## config.mk

```make
export PLATFORM = sky130hd
export DESIGN_NAME = float32_to_half_convert
export DESIGN_NICKNAME = d
export VERILOG_FILES = /design/src/rtl/core/f2h_pkg.sv /design/src/rtl/core/float32_to_half_convert.sv /design/src/rtl/core/f2h_decode.sv /design/src/rtl/core/f2h_align.sv /design/src/rtl/core/f2h_round.sv
export SDC_FILE = /design/constraint.sdc
export NUM_CORES = 1
export LEC_CHECK = 0
export ABC_CLOCK_PERIOD_IN_PS = 3000
export BUFFER_PORTS_ARGS = -buffer_cell sky130_fd_sc_hd__buf_2
export CAP_MARGIN = 30
export CORE_MARGIN = 2
export CORE_UTILIZATION = 55
export DETAILED_ROUTE_END_ITERATION = 7
export PLACE_DENSITY = 0.83
export SLEW_MARGIN = 30
export SYNTH_ARGS = -nofsm -noshare
export SYNTH_HDL_FRONTEND = slang
export SYNTH_SLANG_ARGS = --single-unit
```

## constraint.sdc

```tcl
create_clock -name clock -period 3 [get_ports clock]
set_input_delay 0.6 -clock clock [delete_from_list [all_inputs] [get_ports clock]]
set_output_delay 0.6 -clock clock [all_outputs]
set_load 0.03 [all_outputs]
```

## src/rtl/core/f2h_pkg.sv

```systemverilog
package f2h_pkg;

   // Biased single-precision exponent thresholds (half exponent e = exp - 112)
   localparam logic [7:0] EXP_REBIAS     = 8'd112;  // 127 - 15
   localparam logic [7:0] EXP_ZERO_BELOW = 8'd102;  // e < -10 flushes to zero
   localparam logic [7:0] EXP_SUB_MAX    = 8'd112;  // e <= 0 is subnormal
   localparam logic [7:0] EXP_INF_MIN    = 8'd143;  // e >= 31 saturates
   localparam logic [7:0] EXP_SHIFT_BASE = 8'd113;  // shift = 1 - e
   localparam logic [14:0] HALF_INF      = 15'h7C00;

   typedef enum logic [1:0] {
      CLS_ZERO,
      CLS_SUB,
      CLS_NORM,
      CLS_INF
   } cls_type;

   // Beat after decode
   typedef struct packed {
      logic        sign;
      cls_type     cls;
      logic [3:0]  shift;
      logic [4:0]  exp;
      logic [22:0] frac;
   } dec_type;

   // Beat after alignment: sig holds single bits 22..12 (bit 0 is the round bit)
   typedef struct packed {
      logic        sign;
      cls_type     cls;
      logic [4:0]  exp;
      logic [10:0] sig;
   } aln_type;

endpackage

```

## src/rtl/core/float32_to_half_convert.sv

```systemverilog
// Single- to half-precision converter. One binary32 pattern is taken per
// cycle on start (busy never rises) and its binary16 pattern appears on
// rsp_half_bits, marked by a one-cycle rsp_valid strobe, after passing
// through three register stages: exponent decode, subnormal alignment
// shift, and round with exponent carry. The receiver cannot stall the
// block, so results must be captured when strobed. Rounding is half
// away from zero, values below the subnormal range flush to signed zero,
// and overflow, infinity and NaN all give signed infinity.
module float32_to_half_convert (
   input  logic        clock,
   input  logic        reset,
   input  logic        start,
   output logic        busy,
   input  logic [31:0] req_single_bits,
   output logic        rsp_valid,
   output logic [15:0] rsp_half_bits
);
   import f2h_pkg::*;

   logic    dec_valid;
   dec_type dec_beat;
   logic    aln_valid;
   aln_type aln_beat;
   logic    accept_w;

   // Pipeline takes a beat every cycle
   assign busy     = 1'b0;
   assign accept_w = start & ~busy;

   f2h_decode u_decode (
      .clock     (clock),
      .reset     (reset),
      .in_valid  (accept_w),
      .in_bits   (req_single_bits),
      .out_valid (dec_valid),
      .out_beat  (dec_beat)
   );

   f2h_align u_align (
      .clock     (clock),
      .reset     (reset),
      .in_valid  (dec_valid),
      .in_beat   (dec_beat),
      .out_valid (aln_valid),
      .out_beat  (aln_beat)
   );

   f2h_round u_round (
      .clock     (clock),
      .reset     (reset),
      .in_valid  (aln_valid),
      .in_beat   (aln_beat),
      .out_valid (rsp_valid),
      .out_bits  (rsp_half_bits)
   );

endmodule

```

## src/rtl/core/f2h_decode.sv

```systemverilog
module f2h_decode (
   input  logic             clock,
   input  logic             reset,
   input  logic             in_valid,
   input  logic [31:0]      in_bits,
   output logic             out_valid,
   output f2h_pkg::dec_type out_beat
);
   import f2h_pkg::*;

   logic       valid_ff, valid_in;
   dec_type    beat_ff, beat_in;
   logic [7:0] exp_w;
   logic [7:0] rebias_w;
   logic [7:0] shift_w;

   // Classify the exponent and work out the subnormal shift
   always_comb begin
      exp_w    = in_bits[30:23];
      rebias_w = exp_w - EXP_REBIAS;
      shift_w  = EXP_SHIFT_BASE - exp_w;
      valid_in = in_valid;
      beat_in.sign  = in_bits[31];
      beat_in.frac  = in_bits[22:0];
      beat_in.exp   = rebias_w[4:0];
      beat_in.shift = shift_w[3:0];
      priority if (exp_w < EXP_ZERO_BELOW) begin
         beat_in.cls = CLS_ZERO;
      end else if (exp_w <= EXP_SUB_MAX) begin
         beat_in.cls = CLS_SUB;
      end else if (exp_w >= EXP_INF_MIN) begin
         beat_in.cls = CLS_INF;
      end else begin
         beat_in.cls = CLS_NORM;
      end
   end

   always_ff @(posedge clock) begin
      if (reset) begin
         valid_ff <= 1'b0;
      end else begin
         valid_ff <= valid_in;
      end
      beat_ff <= beat_in;
   end

   assign out_valid = valid_ff;
   assign out_beat  = beat_ff;

endmodule

```

## src/rtl/core/f2h_align.sv

```systemverilog
module f2h_align (
   input  logic             clock,
   input  logic             reset,
   input  logic             in_valid,
   input  f2h_pkg::dec_type in_beat,
   output logic             out_valid,
   output f2h_pkg::aln_type out_beat
);
   import f2h_pkg::*;

   logic        valid_ff, valid_in;
   aln_type     beat_ff, beat_in;
   logic [23:0] shifted_w;

   // Restore the hidden bit and denormalise for the subnormal range
   always_comb begin
      shifted_w    = {1'b1, in_beat.frac} >> in_beat.shift;
      valid_in     = in_valid;
      beat_in.sign = in_beat.sign;
      beat_in.cls  = in_beat.cls;
      if (in_beat.cls == CLS_SUB) begin
         beat_in.exp = 5'd0;
         beat_in.sig = shifted_w[22:12];
      end else begin
         beat_in.exp = in_beat.exp;
         beat_in.sig = in_beat.frac[22:12];
      end
   end

   always_ff @(posedge clock) begin
      if (reset) begin
         valid_ff <= 1'b0;
      end else begin
         valid_ff <= valid_in;
      end
      beat_ff <= beat_in;
   end

   assign out_valid = valid_ff;
   assign out_beat  = beat_ff;

endmodule

```

## src/rtl/core/f2h_round.sv

```systemverilog
module f2h_round (
   input  logic             clock,
   input  logic             reset,
   input  logic             in_valid,
   input  f2h_pkg::aln_type in_beat,
   output logic             out_valid,
   output logic [15:0]      out_bits
);
   import f2h_pkg::*;

   logic        valid_ff, valid_in;
   logic [15:0] bits_ff, bits_in;
   logic [14:0] mag_w;

   // Round half away from zero; a mantissa carry ripples into the exponent,
   // and a carry to exponent 31 lands exactly on infinity
   always_comb begin
      mag_w    = {in_beat.exp, in_beat.sig[10:1]} + {14'd0, in_beat.sig[0]};
      valid_in = in_valid;
      unique case (in_beat.cls)
         CLS_ZERO: bits_in = {in_beat.sign, 15'd0};
         CLS_INF:  bits_in = {in_beat.sign, HALF_INF};
         default:  bits_in = {in_beat.sign, mag_w};
      endcase
   end

   always_ff @(posedge clock) begin
      if (reset) begin
         valid_ff <= 1'b0;
      end else begin
         valid_ff <= valid_in;
      end
      bits_ff <= bits_in;
   end

   assign out_valid = valid_ff;
   assign out_bits  = bits_ff;

endmodule

```

==> out/results.txt <==
Status -> complete, no violations
Highest Signal Layer -> met4
# rows -> 23
Util after Layout -> 67.8%
Layout cells sized above 1 -> 25.1%
Critical setup path kind -> flip-flop to flip-flop
Synthesized flop and latch total -> 60
Origin of the critical flop-to-flop path -> u_decode.out_beat[29]
Min Hold Slack -> 327 ps
Routed wl met3 -> 266 microns
Reg2reg setup slack -> 890 ps
Clock transition at path regs -> 60 ps
CTS sink count -> 60
Relative slew slack -> 41.3%
Final setup fails -> 0
Wire length of the first global-routing pass -> 6490 microns
Largest net degree at the start of global routing -> 23
CTS tree -> yes
Area of the multi-input gates -> 1050 sq um
Die X -> 69.1 microns
Area contributors post-synth -> dfxtp_1 52%, mux4_2 6.8%, mux2i_1 4.7%, and2_1 3.5%, xnor2_1 3.4%
Leak Pwr -> 1.17 nW
I/O Pins -> 53
Setup TNS -> 0 ps
Met2 wire len -> 1880 microns
Max-slew violations -> 0
Routed Antenna Nets -> 0
Storage element area -> 1200 sq um
Worst-path cell chain -> mux2i_1 > mux4_2 > o21ai_1 > mux2_2
Least-Margin Pin Slew -> 879 ps
Syn Inst Count -> 218
Critical path's slowest cell -> dfxtp_1
Max VDD drop -> 0.417 mV
CP Launch Point -> u_decode.out_beat[29]
Die H -> 69.1 microns
Number of port buffers -> 39
Min-delay src -> u_decode.out_beat[34]
Max Fclk -> 474 MHz
Worst Skew -> 5.21 ps
Cts bufs inserted -> 9
Wire per inst -> 12.4 microns
Final WL -> 3890 microns
Hold Buf Count CTS -> 0
Initial Util -> 57.9%
RR Endpoint -> u_align.out_beat[0]
FFs w/ async S/R, synth -> 0%
Fillers -> 310
PnR Total Power -> 1.89 mW
Part of the cycle the worst path needs -> 70.3%
Yosys Warn Count -> 0
Post-CTS setup buffer count -> 0
DRC violations left -> 0
Reg2Reg Depth -> 4
Avg Inst Size Synth -> 10.7 sq um
Worst path max stage delay -> 890 ps
Antenna violations before repair -> 0
GRT Util Overall -> 17.6%
Mapped Area -> 2330 sq um
ANT cells -> 0
Die area -> 4780 sq um
Clock root buffer -> clkbuf_8
Core box area -> 4030 sq um
Reported max-cap violation count -> 0
Insertion delay to the later sink of the worst-skew pair -> 330 ps
Crit path DAT -> 2330 ps
Routability cong. -> 0.818
Synth top area share -> 51.5%
RSZ-0062 raised after global routing -> false
Number of synthesized flops with an enable pin -> 0
CTS max path bufs -> 2
Hold path depth -> 0
Gr ovfl total -> 0
H-tree level count -> 3
Crit Path Max Fanout -> 22
Routed via count -> 1654
1st-iter DRT viols -> 80
Critical Path RT -> 3220 ps
Sequential fraction of the synthesis area -> 51.5%
WHS Endpoint -> u_align.out_beat[18]
Startpoint types -> flip-flop
HP Class -> flip-flop to flip-flop
DRT Pass-1 Iters -> 4
Vias in the first global route -> 1479
Vias/cell -> 5.28
Post-CTS sizing -> 0
Layout area overhead -> 17.1%
Final HPWL DP -> 2590 microns
Leading area contributor after synthesis -> dfxtp_1
DRT met1 WL -> 1630 microns
Minimum clock period -> 2110 ps
Count of cell types in the netlist -> 42
Cell Pwr Density -> 692 nW/um^2
Most used DFF post-synth -> dfxtp_1
Final Hold Fails -> 0
Nets -> 298
Worst Setup End Kind -> flip-flop
Syn Nets -> 258
-- registers in the layout (all words and copies together) (netlist names) --
name                flops
u_align.out_beat       19
u_align.out_valid       1
u_round.out_bits       16
u_round.out_valid       1
u_decode.out_beat      22
u_decode.out_valid      1
-- where the power goes --
part	switching, mW	internal (mW)	total (mW)
Combinational	0.149	0.113	0.261
Sequential	0.0566	0.872	0.929
Clock	0.296	0.405	0.701
-- area by class of cell --
type,instances,share of cell area [%]
inverters,8,1.10
multi-input cells,140,38.4
well taps,50,2.29
flip-flops and latches,60,44.0
clock inverters,4,1.79
repair buffers,39,7.15
clock buffers,12,5.31
-- metrics by stage --
| step | worst slack, ps | instance area, sq um | cells |
|---|---|---|---|
| global placement | 954 | 2540 | 297 |
| detailed placement | 887 | 2540 | 297 |
| finish | 891 | 2730 | 313 |
| global route | 752 | 2730 | 313 |
| CTS | 864 | 2730 | 313 |
| floorplan | 1510 | 2330 | 218 |
-- routing by layer --
metal  GRT usage (%)  vias up
met5               0        -
met4            10.7        0
met3            6.58       11
met2            28.1       61
met1            20.0      739
li1                -      843
-- worst max path at each step --
stage / slack (ps) / to / cells after the start
floorplan: 1510 / u_align.out_beat[0] / 5
global placement: 950 / u_align.out_beat[0] / 4
detailed placement: 890 / u_align.out_beat[0] / 4
CTS: 860 / u_align.out_beat[0] / 4
global route: 750 / u_align.out_beat[0] / 4
finish: 890 / u_align.out_beat[0] / 4
-- layout by cell type, fill, tap and decap left out, types with 2 or more instances in the layout --
cell / n
nor2b_1: 6
nor3_1: 6
inv_1: 8
clkbuf_1: 2
or2_2: 2
nand4_1: 3
or3_1: 2
nand3_1: 3
a31oi_1: 2
nand2_1: 11
buf_2: 39
a22o_1: 3
xor2_1: 3
nand2b_1: 4
mux2i_1: 11
o21ai_0: 12
mux4_2: 7
nor4_1: 5
ha_1: 5
clkbuf_8: 10
a21oi_1: 7
nor2_1: 10
clkinv_2: 2
dfxtp_1: 60
xnor2_1: 9
and2_1: 13
-- logic make-up after synthesis --
group | Yosys count | synth area share, %
AND/OR/NAND/NOR | 71 | 17.3
buffers and inverters | 18 | 3.54
other | 1 | 0.161
adder cells (fa/ha/maj) | 5 | 2.68
AO/OA/AOI/OAI | 32 | 8.32
XOR/XNOR | 12 | 4.51
flip-flops | 60 | 51.5
multiplexers | 19 | 12.0
-- synthesized netlist by cell type (4+ instances only) --
library cell and instances:
nor2_1 10, nand2b_1 4, mux2i_1 11, nor3_1 6, mux4_2 7, nand2_1 11, ha_1 5, clkbuf_1 5
o21ai_0 12, and2_1 13, nor2b_1 6, inv_1 8, dfxtp_1 60, xnor2_1 9, a21oi_1 7, nor4_1 5
-- critical path: cells and delay by family (launching register included) --
kind | cells | cell delay, ps
multiplexers | 3 | 1050
flip-flops | 1 | 890
AO/OA/AOI/OAI | 1 | 60
(Power assumes the default switching activity.)
